===== src/sv/drt_pkg.sv =====
// Shared types, constants and compact-target helpers for the difficulty retarget block.
package drt_pkg;

  localparam int TGT_W      = 256;
  localparam int NBYTE      = TGT_W / 8;
  localparam int SB_W       = $clog2(NBYTE);
  localparam int DIV_STEPS  = 8;
  localparam int DIV_STAGES = TGT_W / DIV_STEPS;

  localparam int H_W        = 31;
  localparam int CB_W       = 32;
  localparam int TIME_W     = 32;
  localparam int SPAN_W     = 24;
  localparam int TS_W       = SPAN_W + 2;
  localparam int MANT_W     = 23;
  localparam int PROD_W     = MANT_W + TS_W;
  localparam int CFG_IDX_W  = 4;
  localparam int CFG_DATA_W = 32;
  localparam int NUM_ERAS   = 5;

  // Reciprocal constants for the exact floors of the windowed clamp bounds.
  localparam int RECIP_K = 37;
  localparam int RECIP_W = 30;
  localparam int NUM_W   = SPAN_W + 3;
  localparam int RPROD_W = NUM_W + RECIP_W;
  localparam int QUO_W   = RPROD_W - RECIP_K;

  localparam int LO_D1 = 1007;
  localparam int LO_D2 = 507;
  localparam int LO_D3 = 257;
  localparam int HI_D2 = 500;
  localparam int HI_D3 = 250;

  localparam logic [RECIP_W-1:0] M_LO1 =
    RECIP_W'(((64'd1 << RECIP_K) + 64'(LO_D1) - 64'd1) / 64'(LO_D1));
  localparam logic [RECIP_W-1:0] M_LO2 =
    RECIP_W'(((64'd1 << RECIP_K) + 64'(LO_D2) - 64'd1) / 64'(LO_D2));
  localparam logic [RECIP_W-1:0] M_LO3 =
    RECIP_W'(((64'd1 << RECIP_K) + 64'(LO_D3) - 64'd1) / 64'(LO_D3));
  localparam logic [RECIP_W-1:0] M_HI2 =
    RECIP_W'(((64'd1 << RECIP_K) + 64'(HI_D2) - 64'd1) / 64'(HI_D2));
  localparam logic [RECIP_W-1:0] M_HI3 =
    RECIP_W'(((64'd1 << RECIP_K) + 64'(HI_D3) - 64'd1) / 64'(HI_D3));

  localparam logic [TS_W-1:0]   ERA4_LO  = TS_W'(59);
  localparam logic [TS_W-1:0]   ERA4_HI  = TS_W'(61);
  localparam logic [SPAN_W-1:0] ERA4_DIV = SPAN_W'(60);
  localparam logic [TS_W-1:0]   ERA5_LO  = TS_W'(37);
  localparam logic [TS_W-1:0]   ERA5_HI  = TS_W'(39);
  localparam logic [SPAN_W-1:0] ERA5_DIV = SPAN_W'(38);

  localparam logic [SPAN_W-1:0] LEGACY_RST = SPAN_W'(1209600);
  localparam logic [SPAN_W-1:0] WINDOW_RST = SPAN_W'(60);
  localparam logic [CB_W-1:0]   LIMIT_RST  = 32'h1d00ffff;

  typedef enum logic [CFG_IDX_W-1:0] {
    CFG_ERA1   = 4'd0,
    CFG_ERA2   = 4'd1,
    CFG_ERA3   = 4'd2,
    CFG_ERA4   = 4'd3,
    CFG_ERA5   = 4'd4,
    CFG_LEGACY = 4'd5,
    CFG_WINDOW = 4'd6,
    CFG_LIMIT  = 4'd7
  } cfg_idx_t;

  typedef enum logic [2:0] {
    ERA_LEGACY, ERA_1, ERA_2, ERA_3, ERA_4, ERA_5
  } era_t;

  typedef struct packed {
    logic [NUM_ERAS-1:0][H_W-1:0] era_start;
    logic [SPAN_W-1:0]            legacy_span;
    logic [SPAN_W-1:0]            window_span;
  } cfg_t;

  typedef struct packed {
    logic [MANT_W-1:0] mant;
    logic [SB_W-1:0]   sbyte;
  } csplit_t;

  typedef struct packed {
    logic [MANT_W-1:0] mant;
    logic [SB_W-1:0]   sbyte;
    logic [TS_W-1:0]   ts;
    logic [SPAN_W-1:0] dvsr;
  } front_t;

  typedef struct packed {
    logic [TGT_W-1:0]  xq;
    logic [SPAN_W-1:0] rem;
    logic [SPAN_W-1:0] dvsr;
  } div_t;

  // Splits a compact value into an effective mantissa and a byte shift. Mantissa
  // bytes that fall below bit zero are dropped here, and a shift that puts the
  // whole value above the target width yields a zero mantissa.
  function automatic csplit_t compact_split(input logic [CB_W-1:0] bits);
    csplit_t           s;
    logic [7:0]        size;
    logic [MANT_W-1:0] m;
    size    = bits[31:24];
    m       = bits[MANT_W-1:0];
    s.sbyte = '0;
    if (size == 8'd0) begin
      s.mant = '0;
    end else if (size == 8'd1) begin
      s.mant = m >> 16;
    end else if (size == 8'd2) begin
      s.mant = m >> 8;
    end else if (size > 8'(NBYTE + 2)) begin
      s.mant = '0;
    end else begin
      s.mant  = m;
      s.sbyte = SB_W'(size - 8'd3);
    end
    return s;
  endfunction

endpackage


===== src/sv/drt_scale.sv =====
// Target scaling: mantissa times clamped timespan, then byte placement to full width.
module drt_scale (
  input  logic            clk,
  input  logic            rst,
  input  logic            up_valid,
  output logic            up_ready,
  input  drt_pkg::front_t up_data,
  output logic            dn_valid,
  input  logic            dn_ready,
  output drt_pkg::div_t   dn_data
);
  import drt_pkg::*;

  logic              v1;
  logic              rdy1, rdy2;
  logic [PROD_W-1:0] prod1;
  logic [SB_W-1:0]   sb1;
  logic [SPAN_W-1:0] dv1;

  assign rdy1     = !v1 || rdy2;
  assign rdy2     = !dn_valid || dn_ready;
  assign up_ready = rdy1;

  always_ff @(posedge clk) begin
    if (rst) begin
      v1 <= 1'b0;
    end else if (rdy1) begin
      v1 <= up_valid;
    end
    if (rdy1) begin
      prod1 <= PROD_W'(up_data.mant) * PROD_W'(up_data.ts);
      sb1   <= up_data.sbyte;
      dv1   <= up_data.dvsr;
    end
  end

  // Bits shifted past the top are dropped: the product is taken modulo 2^TGT_W.
  always_ff @(posedge clk) begin
    if (rst) begin
      dn_valid <= 1'b0;
    end else if (rdy2) begin
      dn_valid <= v1;
    end
    if (rdy2) begin
      dn_data.xq   <= TGT_W'(prod1) << {sb1, 3'b000};
      dn_data.rem  <= '0;
      dn_data.dvsr <= dv1;
    end
  end

endmodule


===== config.mk =====
export PLATFORM = sky130hd
export DESIGN_NAME = drt_scale
export DESIGN_NICKNAME = d
export VERILOG_FILES = /design/src/sv/drt_pkg.sv /design/src/sv/drt_scale.sv
export SDC_FILE = /design/constraint.sdc
export NUM_CORES = 2
export LEC_CHECK = 0
export BUFFER_PORTS_ARGS = -buffer_cell sky130_fd_sc_hd__buf_4
export CAP_MARGIN = 20
export CORE_ASPECT_RATIO = 1.5
export CORE_MARGIN = 4
export CORE_UTILIZATION = 55
export CTS_CLUSTER_SIZE = 40
export DETAILED_ROUTE_END_ITERATION = 10
export MAX_ROUTING_LAYER = met4
export PLACE_DENSITY = 0.85
export SETUP_SLACK_MARGIN = 0.4
export SYNTH_ARGS = -nofsm -noshare
export SYNTH_HDL_FRONTEND = slang
export SYNTH_SLANG_ARGS = --single-unit

===== constraint.sdc =====
create_clock -name clk -period 11.1 [get_ports clk]
set_input_delay 2.22 -clock clk [delete_from_list [all_inputs] [get_ports clk]]
set_output_delay 2.22 -clock clk [all_outputs]
set_load 0.005 [all_outputs]

# --- Word level (Yosys, flattened, before mapping) ---
# Index checks and enable logic that the tools add are counted.
word_totals:
  regBits: 360
  latch_bits: 0
  ram_bits: 0
  mem_bits_ro: 0
  inputBits: 82
  out_inout_bits: 306
  wordCells: 13
  memories: 0
classes:
  add_sub_neg: 0
  n_mul: 1
  div_mod_pow: 0
  n_lt_le_gt_ge: 0
  eq_ne: 0
  shifts: 1
  mux: 0
  n_bitwise: 0
  n_reduce_logical: 4
op_table:
  columns: ["cell", "count"]
  rows:
  - ["49-bit by 8-bit left shift with 256-bit output", 1]
  - ["23-bit by 26-bit multiplier with 49-bit output", 1]
  - ["1-bit logical NOT", 2]
  - ["1-bit logical OR", 2]

# --- Longest topological paths before layout ---
logic_depth:
  ltp_word: 3
  mapped_depth: 26
  depth_no_buf: 24

# --- Worst setup path before layout ---
# OpenSTA, ideal clock, no wires.
synth_path:
  path_type: "input port to flip-flop"
  start: "input up_data[57] (netlist name)"
  end: "register prod1[47] (data pin)"
  setup_time_ns: 0.266
  arrival_time_ns: 8.203
  required_time_ns: 10.834
  path_slack_ns: 2.631
  cell_stages: 23
  path_buffers: 3
  path_cell_list: "clkbuf_1 > clkbuf_1 > nand2_1 > fa_1 > fa_1 > fa_1 > fa_1 > inv_1 > fa_1 > fa_1 > inv_1 > fa_1 > inv_1 > ha_1 > buf_6 > a21o_1 > a31oi_4 > o221ai_2 > a32o_1 > a211o_1 > and4_4 > o2111ai_1 > a211oi_2"
synth_via:
  elab_chain_cells: 1
synth_lines:
  columns: ["element", "line_no", "source"]
  rows:
  - ["from (decl)", "drt_scale.sv:7", "input drt_pkg::front_t up_data,"]
  - ["23-bit by 26-bit multiplier with 49-bit output", "drt_scale.sv:31", "prod1 <= PROD_W'(up_data.mant) * PROD_W'(up_data.ts);"]
  - ["to (signal assigned)", "drt_scale.sv:31", null]
  - ["to (decl)", "drt_scale.sv:16", "logic [PROD_W-1:0] prod1;"]
# Every way passes these cells.
# A chain may end at the register's enable or synchronous reset.

# --- Worst setup path after layout ---
layout_path:
  start: "input up_data[57] (netlist name)"
  end: "register prod1[44] (data pin)"
# The elaborated chain is that of the path after synthesis.

==> flow_metrics.tcl <==
set metrics [dict create \
    status "finished, final reports clean" \
    start_util_pct 55.61 \
    avgViaCountPerCell 5.719 \
    ys_top_cells_by_area "edfxtp_1 (32%), fa_1 (29%), ha_1 (6.4%)" \
    grtUsageTotal_pct 30.15 \
    port_buffers 363 \
    h-tree-depth 1 \
    netlist_instances 3229 \
    drcViolationCount 0 \
    worstSetupPathType "in2reg" \
    clk_latency_ns 0.57 \
    dr.first_iter.drc_count 2162 \
    netlist_area_um2 34060 \
    fin_nets 4215 \
    crit_path_max_incr_delay_ns 0.58 \
    critPathCaptureType "flip-flop" \
    synth_fa_ha_area_share_pct 35.87 \
    grt_pass1_vias 25900 \
    critPathMaxFanout 26 \
    synth_compound_area_share_pct 5.873 \
    io_pins 388 \
    avgSynthCellArea_um2 10.55 \
    fin_crit_sh_pct 77.26 \
    grt_antenna_before_repair 0 \
    drtAntennaViolNets 0 \
    yosysTopAreaCell "edfxtp_1" \
    synth-edff-count 358 \
    place_hpwl_um 75450 \
    cts_sinks 360 \
    chipWidth_um 211.2 \
    totalWireLength_um 97560 \
    yosysWarnings 0 \
    layout-drive-gt1-share_pct 13.80 \
    crit_top_cell "fa_1" \
    path_cells "buf_4, nand2_1, fa_1, fa_1, fa_1, inv_1, fa_1, inv_1, fa_1, inv_1, fa_1, inv_1, fa_1, inv_1, ha_1, a21oi_1, o21ai_0, a221o_1, o31ai_1, nand3_1, a31oi_2, o21ai_1, xor2_1" \
    cts_tree "built" \
    max_slew.worst_pin.slew_ns 1.103 \
    critical_path.top_delay_family "adder cells" \
    setup_violations 0 \
    setup_slack_ns 2.524 \
    cp_data_arrival_time_ns 8.88 \
    fin_setup_tns_ns 0 \
    drv_slew 0 \
    synth_top_family_by_area "adder cells" \
    post-cts-setup-buffers 0 \
    start_kind "input pin" \
    holdBufCountCts 0 \
    cts_buffers 28 \
    ys_types 73 \
    die_h_um 312.8 \
    yosys.area_share.simple_pct 14.41 \
    worstPathRequired_ns 11.40 \
    clkTransAtPathRegs_ns 0.07 \
    cts_root_buf "clkbuf_16" \
    coreArea_um2 61250 \
    grt_setup_unrepaired "no" \
    slew_headroom_pct 26.45 \
    skew_ns 0.01787 \
    synth-seq-cells 360 \
    place_ws_ns 2.011 \
    hold_viol_final 0 \
    post_drt_wl_per_cell_um 22.85 \
    async_flop_share_pct 0 \
    clockBufferDepth 3 \
    min_path_type "reg2reg" \
    reg2reg_slack_ns 7.50 \
    grt_pass1_wl_um 149300 \
    row_count 111 \
    yosysMostFrequentCell "inv_1" \
    gp_congestion 0.9504 \
    overflow 0 \
    ys_seq_area_share_pct 31.68 \
    synth_top_cell_area_share_pct 31.56 \
    cp_slowest_cell "fa_1" \
    firstDrtPassIters 7 \
    grt_max_degree 115 \
    maxCapViolCount 0 \
    ctsResizeCount 0 \
    synth_mux_area_share_pct 2.031 \
    period_needed_ns 8.576 \
    netlist_top_cells_count "inv_1 (556), fa_1 (501), nand2_1 (406)" \
    fin_util_pct 61.96 \
    route.vias.total 24420 \
    insertedDiodeCount 0 \
    max_freq_ghz 0.1166 \
    synthFlopType "edfxtp_1" \
    synthXorXnorAreaFrac_pct 1.183 \
    syn_to_final_growth_pct 11.41 \
    cp_num_buf_inv 6 \
    dieArea_um2 66060 \
]
placed cells by master (no fill, tap or decap), types with 21 or more instances in the layout:
cell       count
o21ai_0       57
and2_1       304
mux2_2        33
xnor2_1       30
a21oi_1       72
edfxtp_1     358
o22a_1        21
inv_1        555
a21o_1        27
o22ai_1       37
nor2b_1       49
fa_1         501
buf_4        374
conb_1        24
ha_1         175
mux2i_1       32
clkbuf_16     29
nor2_1       199
nand2_1      405
registers in the layout (all words and copies together) (netlist names):
name and cells:
sb1 5, dn_valid 1, prod1 49, v1 1
dv1 24, dn_data 280
area by class of cell:
class	instances	area, µm²
fillers	4839	23300
clock buffers	33	740.7
repair buffers	374	2808
well taps	791	989.7
multi-input cells	2136	20320
clock inverters	19	198.9
flip-flops and latches	360	10790
inverters	557	2098
final timing paths:
check | start | end | cells past startpoint
setup / recovery | up_data[57] | prod1[44] | 23
hold / removal | dv1[5] | dn_data[5] | 0
setup reg to reg | dn_valid | dn_data[105] | 4
hold reg to reg | dv1[5] | dn_data[5] | 0
per-stage QoR:
stage	instance area (µm²)	hold WS [ns]	instances
floorplan	34150	0.4003	3252
finish	37950	0.4198	4270
global placement	37010	0.4006	4218
detailed placement	37010	0.4045	4218
global route	37950	0.4253	4270
CTS	37950	0.4199	4270
routing by layer:
layer / GRT usage (%) / vias to the layer above / routed length, µm
met3: 3.454 / 367 / 7124
met1: 33.23 / 12130 / 32740
met4: 14.01 / 0 / 5967
li1: - / 10530 / -
met5: - / - / 0
met2: 54.30 / 1384 / 51730
cell families after synthesis:
group | Yosys count
buf+inv | 756
fa+ha+maj | 676
compound gates | 298
xor+xnor | 46
other cells | 1
mux | 65
flops | 360
simple gates | 1027
Power is not shown: default switching activity piles up to over one toggle a cycle in this logic, so the estimate is an artifact.
