<file path="config.mk">
export PLATFORM = sky130hd
export DESIGN_NAME = drt_div_stage
export DESIGN_NICKNAME = d
export VERILOG_FILES = /design/src/sv/drt_pkg.sv /design/src/sv/drt_div_stage.sv
export SDC_FILE = /design/constraint.sdc
export NUM_CORES = 1
export LEC_CHECK = 0
export ABC_CLOCK_PERIOD_IN_PS = 27600
export BUFFER_PORTS_ARGS = -buffer_cell sky130_fd_sc_hd__buf_2
export CORE_AREA = 2 2 241 243
export CTS_CLUSTER_SIZE = 20
export DETAILED_ROUTE_END_ITERATION = 10
export DIE_AREA = 0 0 243 245
export GPL_TIMING_DRIVEN = 0
export HOLD_SLACK_MARGIN = 0.05
export PLACE_DENSITY = 0.63
export SKIP_LAST_GASP = 1
export SYNTH_ARGS = -nofsm -noshare
export SYNTH_HDL_FRONTEND = slang
export SYNTH_SLANG_ARGS = --single-unit
</file>
<file path="constraint.sdc">
create_clock -name clk -period 27.6 [get_ports clk]
set_clock_uncertainty 0.1 [all_clocks]
set_input_delay 2.76 -clock clk [delete_from_list [all_inputs] [get_ports clk]]
set_output_delay 2.76 -clock clk [all_outputs]
set_load 0.05 [all_outputs]
</file>
<file path="src/sv/drt_pkg.sv">
// Shared types, constants and compact-target helpers for the difficulty retarget block.
package drt_pkg;

  localparam int TGT_W      = 256;
  localparam int NBYTE      = TGT_W / 8;
  localparam int SB_W       = $clog2(NBYTE);
  localparam int DIV_STEPS  = 8;
  localparam int DIV_STAGES = TGT_W / DIV_STEPS;

  localparam int H_W        = 31;
  localparam int CB_W       = 32;
  localparam int TIME_W     = 32;
  localparam int SPAN_W     = 24;
  localparam int TS_W       = SPAN_W + 2;
  localparam int MANT_W     = 23;
  localparam int PROD_W     = MANT_W + TS_W;
  localparam int CFG_IDX_W  = 4;
  localparam int CFG_DATA_W = 32;
  localparam int NUM_ERAS   = 5;

  // Reciprocal constants for the exact floors of the windowed clamp bounds.
  localparam int RECIP_K = 37;
  localparam int RECIP_W = 30;
  localparam int NUM_W   = SPAN_W + 3;
  localparam int RPROD_W = NUM_W + RECIP_W;
  localparam int QUO_W   = RPROD_W - RECIP_K;

  localparam int LO_D1 = 1007;
  localparam int LO_D2 = 507;
  localparam int LO_D3 = 257;
  localparam int HI_D2 = 500;
  localparam int HI_D3 = 250;

  localparam logic [RECIP_W-1:0] M_LO1 =
    RECIP_W'(((64'd1 << RECIP_K) + 64'(LO_D1) - 64'd1) / 64'(LO_D1));
  localparam logic [RECIP_W-1:0] M_LO2 =
    RECIP_W'(((64'd1 << RECIP_K) + 64'(LO_D2) - 64'd1) / 64'(LO_D2));
  localparam logic [RECIP_W-1:0] M_LO3 =
    RECIP_W'(((64'd1 << RECIP_K) + 64'(LO_D3) - 64'd1) / 64'(LO_D3));
  localparam logic [RECIP_W-1:0] M_HI2 =
    RECIP_W'(((64'd1 << RECIP_K) + 64'(HI_D2) - 64'd1) / 64'(HI_D2));
  localparam logic [RECIP_W-1:0] M_HI3 =
    RECIP_W'(((64'd1 << RECIP_K) + 64'(HI_D3) - 64'd1) / 64'(HI_D3));

  localparam logic [TS_W-1:0]   ERA4_LO  = TS_W'(59);
  localparam logic [TS_W-1:0]   ERA4_HI  = TS_W'(61);
  localparam logic [SPAN_W-1:0] ERA4_DIV = SPAN_W'(60);
  localparam logic [TS_W-1:0]   ERA5_LO  = TS_W'(37);
  localparam logic [TS_W-1:0]   ERA5_HI  = TS_W'(39);
  localparam logic [SPAN_W-1:0] ERA5_DIV = SPAN_W'(38);

  localparam logic [SPAN_W-1:0] LEGACY_RST = SPAN_W'(1209600);
  localparam logic [SPAN_W-1:0] WINDOW_RST = SPAN_W'(60);
  localparam logic [CB_W-1:0]   LIMIT_RST  = 32'h1d00ffff;

  typedef enum logic [CFG_IDX_W-1:0] {
    CFG_ERA1   = 4'd0,
    CFG_ERA2   = 4'd1,
    CFG_ERA3   = 4'd2,
    CFG_ERA4   = 4'd3,
    CFG_ERA5   = 4'd4,
    CFG_LEGACY = 4'd5,
    CFG_WINDOW = 4'd6,
    CFG_LIMIT  = 4'd7
  } cfg_idx_t;

  typedef enum logic [2:0] {
    ERA_LEGACY, ERA_1, ERA_2, ERA_3, ERA_4, ERA_5
  } era_t;

  typedef struct packed {
    logic [NUM_ERAS-1:0][H_W-1:0] era_start;
    logic [SPAN_W-1:0]            legacy_span;
    logic [SPAN_W-1:0]            window_span;
  } cfg_t;

  typedef struct packed {
    logic [MANT_W-1:0] mant;
    logic [SB_W-1:0]   sbyte;
  } csplit_t;

  typedef struct packed {
    logic [MANT_W-1:0] mant;
    logic [SB_W-1:0]   sbyte;
    logic [TS_W-1:0]   ts;
    logic [SPAN_W-1:0] dvsr;
  } front_t;

  typedef struct packed {
    logic [TGT_W-1:0]  xq;
    logic [SPAN_W-1:0] rem;
    logic [SPAN_W-1:0] dvsr;
  } div_t;

  // Splits a compact value into an effective mantissa and a byte shift. Mantissa
  // bytes that fall below bit zero are dropped here, and a shift that puts the
  // whole value above the target width yields a zero mantissa.
  function automatic csplit_t compact_split(input logic [CB_W-1:0] bits);
    csplit_t           s;
    logic [7:0]        size;
    logic [MANT_W-1:0] m;
    size    = bits[31:24];
    m       = bits[MANT_W-1:0];
    s.sbyte = '0;
    if (size == 8'd0) begin
      s.mant = '0;
    end else if (size == 8'd1) begin
      s.mant = m >> 16;
    end else if (size == 8'd2) begin
      s.mant = m >> 8;
    end else if (size > 8'(NBYTE + 2)) begin
      s.mant = '0;
    end else begin
      s.mant  = m;
      s.sbyte = SB_W'(size - 8'd3);
    end
    return s;
  endfunction

endpackage

</file>
<file path="src/sv/drt_div_stage.sv">
// One restoring-division stage: retires DIV_STEPS quotient bits per transaction.
module drt_div_stage (
  input  logic          clk,
  input  logic          rst,
  input  logic          up_valid,
  output logic          up_ready,
  input  drt_pkg::div_t up_data,
  output logic          dn_valid,
  input  logic          dn_ready,
  output drt_pkg::div_t dn_data
);
  import drt_pkg::*;

  logic              rdy;
  logic [TGT_W-1:0]  x;
  logic [SPAN_W-1:0] r;
  logic [SPAN_W:0]   tmp;
  logic              ge;

  assign rdy      = !dn_valid || dn_ready;
  assign up_ready = rdy;

  // Dividend bits leave at the top while quotient bits enter at the bottom.
  // A zero divisor makes every step succeed, so the quotient comes out all ones.
  always_comb begin
    x = up_data.xq;
    r = up_data.rem;
    for (int i = 0; i < DIV_STEPS; i++) begin
      tmp = {r, x[TGT_W-1]};
      ge  = tmp >= {1'b0, up_data.dvsr};
      x   = {x[TGT_W-2:0], ge};
      r   = ge ? SPAN_W'(tmp - {1'b0, up_data.dvsr}) : SPAN_W'(tmp);
    end
  end

  always_ff @(posedge clk) begin
    if (rst) begin
      dn_valid <= 1'b0;
    end else if (rdy) begin
      dn_valid <= up_valid;
    end
    if (rdy) begin
      dn_data.xq   <= x;
      dn_data.rem  <= r;
      dn_data.dvsr <= up_data.dvsr;
    end
  end

  a_rem_below_dvsr: assert property (@(posedge clk) disable iff (rst)
    dn_valid && (dn_data.dvsr != '0) |-> dn_data.rem < dn_data.dvsr)
    else $error("division remainder not below divisor");

endmodule

</file>
; ---- Word-level counts from Yosys, hierarchy flattened
; Index checks and enable logic that the tools add are counted.
[totals]
regBits = 305
input_bits = 308
output_inout_bits = 306
elab_cells = 30
[op_classes]
addsub = 8
n_lt_le_gt_ge = 8
muxes = 8
reduce_logical = 2
[op_table]
columns = cell, n
row1 = $ge A25 B24 Y1, 8
row2 = $mux W24, 8
row3 = $sub A24 B24 Y24, 8
row4 = $logic_not A1 Y1, 1
row5 = $logic_or A1 B1 Y1, 1

; ---- Depth between registers and ports, before layout
; Gate-level depths: netlist of run 1.
[depth]
depth_word = 16
depth_mapped = 115
depth_no_buf = 107

; ---- Worst setup path after synthesis of run 1
; OpenSTA, ideal clock, no wires.
[synth_path]
path_kind = input to register
start = input up_data[1] (netlist name)
end = register dn_data[46] (netlist name) (data pin)
setup_ps = 262
arrival_time_ps = 24924
required_time_ps = 27238
setup_slack_ps = 2314
stages = 106
n_path_buf = 10
cell_sequence = inv_1 ha_1 nor2b_1 o31a_1 o21ai_1 a2111oi_2 nor3_4 clkbuf_1 clkbuf_1 o21ai_0 ha_1 and3_1 nand3_1 a211o_1 o21a_2 a21o_2 o211ai_2 nor3_4 [70 not listed] buf_2 a21oi_1 fa_1 a21o_1 a21oi_1 o21ai_0 a21oi_1 nand2b_1 a21boi_0 o21a_1 o31ai_1 a21oi_1 a41o_1 or4b_2 a31o_2 a21oi_1 xnor2_1 mux2_1
[synth_between]
elab_chain_cells = 16
word_cells_on_any_way = 24
classes_between = add/sub: 8 / order compare: 8 / mux: 8
[synth_lines]
columns = item, line
row1 = start: declaration, drt_div_stage.sv:7  ; input drt_pkg::div_t up_data,
row2 = $sub A24 B24 Y24 or $ge A25 B24 Y1 (tied branches), "drt_div_stage.sv:32, drt_div_stage.sv:30"
row3 = $mux W24, drt_div_stage.sv:32  ; r = ge ? SPAN_W'(tmp - {1'b0, up_data.dvsr}) : SPAN_W'(tmp);
row4 = $sub A24 B24 Y24 or $ge A25 B24 Y1 (tied branches), "drt_div_stage.sv:32, drt_div_stage.sv:30"
row5 = $mux W24, drt_div_stage.sv:32
row6 = $sub A24 B24 Y24 or $ge A25 B24 Y1 (tied branches), "drt_div_stage.sv:32, drt_div_stage.sv:30"
row7 = $mux W24, drt_div_stage.sv:32
row8 = $ge A25 B24 Y1 *, drt_div_stage.sv:30  ; ge = tmp >= {1'b0, up_data.dvsr};
row9 = named net x[4], drt_div_stage.sv:15  ; logic [TGT_W-1:0] x;
row10 = [3 not listed], n/a
row11 = $sub A24 B24 Y24 or $ge A25 B24 Y1 (tied branches), "drt_div_stage.sv:32, drt_div_stage.sv:30"
row12 = $mux W24 *, drt_div_stage.sv:32
row13 = $ge A25 B24 Y1 *, drt_div_stage.sv:30
row14 = named net x[1], drt_div_stage.sv:15
row15 = $mux W24 *, drt_div_stage.sv:32
row16 = $sub A24 B24 Y24 or $ge A25 B24 Y1 (tied branches), "drt_div_stage.sv:32, drt_div_stage.sv:30"
row17 = $mux W24 *, drt_div_stage.sv:32
row18 = named net r[22], drt_div_stage.sv:16  ; logic [SPAN_W-1:0] r;
row19 = end: declaration, drt_div_stage.sv:10  ; output drt_pkg::div_t dn_data
; The timed path passes the listed nets; every way through them passes the cells marked *.
; A chain may end at the register's enable or synchronous reset.

; ---- Worst setup path in the final report of run 1
[layout_path]
start = input up_data[22] (netlist name)
end = register dn_data[46] (netlist name) (data pin)
[layout_between]
elab_chain_cells = 16
word_cells_on_any_way = 24
classes_between = add/sub: 8 / order compare: 8 / mux: 8
[layout_lines]
columns = item, line
row1 = $ge A25 B24 Y1 *, drt_div_stage.sv:30
row2 = named net x[7], drt_div_stage.sv:15
row3 = $mux W24 *, drt_div_stage.sv:32
row4 = $ge A25 B24 Y1 *, drt_div_stage.sv:30
row5 = named net x[6], drt_div_stage.sv:15
row6 = $mux W24 *, drt_div_stage.sv:32
row7 = $sub A24 B24 Y24 or $ge A25 B24 Y1 (tied branches), "drt_div_stage.sv:32, drt_div_stage.sv:30"
row8 = $mux W24 *, drt_div_stage.sv:32
row9 = [1 not listed], n/a
row10 = named net x[4], drt_div_stage.sv:15
row11 = [3 not listed], n/a
row12 = $sub A24 B24 Y24 or $ge A25 B24 Y1 (tied branches), "drt_div_stage.sv:32, drt_div_stage.sv:30"
row13 = $mux W24 *, drt_div_stage.sv:32
row14 = $ge A25 B24 Y1 *, drt_div_stage.sv:30
row15 = named net x[1], drt_div_stage.sv:15
row16 = $mux W24 *, drt_div_stage.sv:32
row17 = $sub A24 B24 Y24 or $ge A25 B24 Y1 (tied branches), "drt_div_stage.sv:32, drt_div_stage.sv:30"
row18 = $mux W24 *, drt_div_stage.sv:32
row19 = named net r[22], drt_div_stage.sv:16
; Marked as above.

==> flow_metrics.tcl, run 1 <==
set metrics [dict create \
    syn_nets 2441 \
    grt_overflow_total 0 \
    synth-warning-count 0 \
    dr_total_vias 19060 \
    slowest_delay_ns 0.63 \
    crit_path_end_kind "flip-flop" \
    tightest_slew_ns 0.9051 \
    fillers 5417 \
    clock_path_buffers 3 \
    syn-instance-count 1933 \
    synth_area_per_cell_um2 10.84 \
    fin_setup_tns_ns 0 \
    arrival_ns 26.70 \
    finalCritPeriodShare_pct 96.05 \
    slowest_stage "or4b_2" \
    finalSetupViolations 0 \
    die_width_um 243 \
    avgViaCountPerCell 5.514 \
    stdcell_area_mm2 0.02722 \
    dpl-instance-area_mm2 0.02512 \
    hpwl_um 75590 \
    cts.root.buffer_cell "clkbuf_16" \
    outcome "finished, final reports clean" \
    start_util_pct 36.73 \
    area_growth_pct 29.94 \
    route.antenna.remaining_nets 0 \
    cts_max_level 2 \
    core_area_mm2 0.05703 \
    synthTopCellsByCount "edfxtp_1 (304), ha_1 (192), a21oi_1 (165)" \
    clkLatencyLatePin_ns 0.54 \
    fp.dieH_um 245 \
    clk_pin_slew_worst_paths_ns 0.06 \
    critical_path_class "in -> reg" \
    finalWirelength_um 89880 \
    final_core_util_pct 47.72 \
    firstDrtPassIters 6 \
    hold_path.class "reg -> reg" \
    fmax_ghz 0.03772 \
    ys.flop_type "edfxtp_1" \
    gp_congestion 0.9736 \
    final_net_count 3153 \
    ios 614 \
    numCtsBuffers 36 \
    synth_area_mm2 0.02095 \
    portBuffers 613 \
    synth_area_leader_cell "edfxtp_1" \
    die-area_mm2 0.05954 \
    finalHoldViolCount 0 \
    synth_edf_count 304 \
    drt-initial-drc-count 1799 \
    rows 88 \
    synth.most_common_cell "edfxtp_1" \
    track_usage_pct 28.94 \
    antenna_found_initial 64 \
    cts_sinks 305 \
    grt_pass1_vias 17860 \
    grt_pass1_wl_um 124100 \
    synth.ff_latch_count 305 \
    async_reset_ff_share_pct 0 \
    tritoncts "yes" \
    critPathRequiredTime_ns 27.79 \
    wire_per_inst_um 26.01 \
    synth_top_area_share_pct 43.58 \
    synth_area_leaders "edfxtp_1 (44%), ha_1 (11%), mux2_2 (5.6%), xnor2_1 (4.3%), a21oi_1 (3.9%)" \
    seq_area_frac_synth_pct 43.67 \
    remaining_drc_errors 0 \
    fin_crit_ns 26.51 \
    synth_cell_types 93 \
    critPathLaunchType "primary input" \
    layout-drive-gt1-share_pct 36.17 \
    worstPathMaxFanout 10 \
    relSlewSlack_pct 39.20 \
    maxCapViolCount 0 \
    grt_start_max_net_pins 61 \
    drv_slew 0 \
]
repair_timing:
action | in CTS | in global routing
hold buffers | 0 | 0
setup endpoints to repair | 25 | 25
buffers inserted | 12 | 46
pin swaps | 7 | 16
resized for setup | 55 | 70
stage by stage:
step	setup WS, ns	hold WS, ns	instances
after floorplan	2.314	2.729	1933
after global placement	-3.832	2.837	3311
after detailed placement	-4.235	0.8657	3316
after CTS	0.01799	0.8870	3389
after global routing	-0.01574	0.9336	3442
final	1.090	0.8787	3456
per-layer routing:
| metal | wire length, µm | vias to the layer above | share of wire (%) | global-route usage [%] |
|---|---|---|---|---|
| met2 | 42240 | 863 | 47 | 47.54 |
| met4 | 2529 | 6 | 2.8 | 7.831 |
| met5 | 38 | - | 0.042 | 0 |
| li1 | - | 8802 | - | - |
| met3 | 6175 | 145 | 6.9 | 4.122 |
| met1 | 38890 | 9242 | 43 | 39.97 |
registers in the layout (all words and copies together) (netlist names):
name	cells
dn_valid	1
dn_data	304
path summary, 6_finish.rpt:
path               start           end  slack, ns  depth (start not counted)
max          up_data[22]   dn_data[46]       1.09                        109
min             dn_valid  dn_data[104]       0.88                          1
max reg2reg     dn_valid   dn_data[11]      25.35                          4
min reg2reg     dn_valid  dn_data[104]       0.88                          1
kinds of logic after synthesis:
logic type / synth area share (%)
adders and majority gates: 12.23
DFF: 43.67
AOI/OAI and AO/OA: 16.46
xor gates and xnor gates: 5.854
muxes: 7.747
buffers and inverters: 2.640
and+or+nand+nor: 11.39
worst max-delay path: cells and delay by family:
kind | cells | cell delay [ns]
AO/OA/AOI/OAI | 54 | 11.17
multiplexers | 6 | 2.15
AND/OR/NAND/NOR | 21 | 4.50
XOR/XNOR | 1 | 0.08
buffers and inverters | 19 | 2.98
adder cells (fa/ha/maj) | 8 | 3.02
final cells by class:
type                    count  area (µm²)  area share [%]
diodes                     23       57.56          0.2115
plain buffers              28       191.4          0.7033
clock buffers              41       919.6           3.379
clock inverters            20       192.7          0.7079
inverters                 104       459.2           1.687
multi-input cells        1494       11610           42.66
flip-flops and latches    305        9149           33.61
well taps                 765       957.2           3.517
repair buffers            676        3681           13.52
cells in the final DEF (no fill, tap or decap), drive strengths merged, types with 12 or more instances in the layout:
master and instances:
buf 696, edfxtp 304, ha 192, a21oi 166
mux2 126, nor2 125, nand2 121, xnor2 102
o21ai 98, inv 90, a21o 58, clkbuf 49
nor3 43, nand3 40, xor2 38, o21a 31
nor2b 28, nand2b 27, nand4 24, diode 23
o21bai 21, and3 20, mux2i 20, a31oi 20
a211oi 18, clkinvlp 17, o211ai 15, clkinv 15
or2 12, o31ai 12
Power of run 1 is left out: the tool's default activity adds up to more than one toggle a clock period on the data nets, which glitch-free logic cannot reach.
==> inputs of run 2 (changes only) <==
Settings changed: CORE_AREA 2 2 241 243 to 4 4 236 238, DIE_AREA 0 0 243 245 to 0 0 240 242, PLACE_DENSITY 0.63 to 0.66.
==> flow_metrics.tcl, run 2 (synthesized netlist as in run 1, its figures left out) <==
set metrics [dict create \
    outcome "finished, final reports clean" \
    reg_top3 "dn_data (304), dn_valid (1)" \
    holdCritStartpoint "dn_valid" \
    clk_pin_slew_worst_paths_ns 0.06 \
    die_width_um 240 \
    hold_path_depth 2 \
    relSlewSlack_pct 32.36 \
    final_core_util_pct 50.56 \
    die-area_mm2 0.05808 \
    timing.rr.start "dn_valid" \
    worstPathMaxFanout 10 \
    tritoncts "yes" \
    crit_path_end_kind "flip-flop" \
    critPathRequiredTime_ns 27.79 \
    finalCritPeriodShare_pct 97.26 \
    maxCapViolCount 0 \
    slowest_delay_ns 0.65 \
    grt_pass1_vias 18110 \
    track_usage_pct 29.71 \
    crit_path_start "up_data[18]" \
    fin_crit_ns 26.84 \
    numCtsBuffers 36 \
    firstDrtPassIters 7 \
    grt_overflow_total 0 \
    slowest_stage "or4b_2" \
    layout-drive-gt1-share_pct 36.29 \
    hold_path.class "reg -> reg" \
    ios 614 \
    remaining_drc_errors 0 \
    grt_start_max_net_pins 75 \
    wire_per_inst_um 26.70 \
    arrival_ns 27.03 \
    most-common-layout-cells "buf_2 (622), edfxtp_1 (304), ha_1 (180)" \
    top_register "dn_data" \
    tightest_slew_ns 1.002 \
    finalHoldViolCount 0 \
    clkLatencyLatePin_ns 0.53 \
    drv_slew 0 \
    fmax_ghz 0.03725 \
    rrSetupSlack_ns 25.18 \
    antenna_found_initial 65 \
    final_common_cell "buf_2" \
    drt-initial-drc-count 1847 \
    cts_max_level 2 \
    largest_register_ffs 304 \
    cts_hold_buffers 0 \
    clock_path_buffers 3 \
    final_net_count 3144 \
    avgViaCountPerCell 5.661 \
    portBuffers 613 \
    fp.dieH_um 242 \
    reg2regPathDepth 4 \
    hpwl_um 75940 \
    fin_setup_tns_ns 0 \
    finalSetupViolations 0 \
    area_growth_pct 29.37 \
    finalWirelength_um 90230 \
    gp_congestion 0.9945 \
    critical_path_class "in -> reg" \
    route.antenna.remaining_nets 0 \
    cts_sinks 305 \
    grt_pass1_wl_um 126400 \
    start_util_pct 39.08 \
    core_area_mm2 0.05360 \
    rows 85 \
    dr_total_vias 19130 \
    cts.root.buffer_cell "clkbuf_16" \
    critPathLaunchType "primary input" \
]
-- run 2: cell types whose count changed in the layout (fill, tap and decap cells not counted), sizes merged --
| cell | before | now |
|---|---|---|
| buf | 696 | 688 |
| bufinv | 2 | 1 |
| clkbuf | 49 | 50 |
| clkinv | 15 | 17 |
| clkinvlp | 17 | 16 |
| diode | 23 | 22 |
| inv | 90 | 91 |
-- run 2: cell type report --
| type | instances | area (µm²) |
|---|---|---|
| Tap cell | 696 | 870.8 |
| Buffer | 27 | 192.7 |
| Clock buffer | 43 | 927.1 |
| Timing Repair Buffer | 668 | 3588 |
| Antenna cell | 22 | 55.05 |
| Multi-Input combinational cell | 1494 | 11690 |
| Inverter | 104 | 461.7 |
| Fill cell | 4964 | 26500 |
| Sequential cell | 305 | 9149 |
| Clock inverter | 21 | 163.9 |
-- run 2: final timing paths --
path                                      to
worst max-delay path             dn_data[46]
worst min register to register      dn_valid
worst min-delay path                dn_valid
worst max register to register  dn_data[177]
-- run 2: critical path: cells and delay by family --
kind | cells | cell delay [ns]
and+or+nand+nor | 19 | 4.32
AOI/OAI and AO/OA | 56 | 11.74
buffers and inverters | 21 | 3.28
adders and majority gates | 8 | 2.72
xor gates and xnor gates | 1 | 0.07
muxes | 6 | 2.02
-- run 2: what timing repair did --
item / 4_1_cts / 5_1_grt
setup endpoints to repair: 25 / 25
buffers inserted: 15 / 36
pin swaps: 6 / 21
resized for setup: 71 / 73
-- run 2: through the flow --
stage	cells	instance area (µm²)	setup WS [ns]	hold slack, ns
detailed placement	3246	25000	-4.221	0.9049
finish	3380	27100	0.7558	0.8860
global placement	3242	24890	-3.790	2.819
global route	3369	27070	-0.08417	0.9496
CTS	3324	26500	0.04786	0.9145
floorplan	1933	20950	2.314	2.729
-- run 2: metal layers --
| metal | part of all wire, % | GRT usage (%) | wire length, µm | up-vias |
|---|---|---|---|---|
| met5 | 0.081 | 0 | 73 | - |
| met4 | 3.8 | 10.05 | 3384 | 10 |
| met3 | 8.5 | 5.032 | 7654 | 180 |
| met2 | 45 | 46.87 | 40970 | 869 |
| met1 | 42 | 41.50 | 38150 | 9276 |
| li1 | - | - | - | 8798 |
Power of run 2 is left out for the same reason.
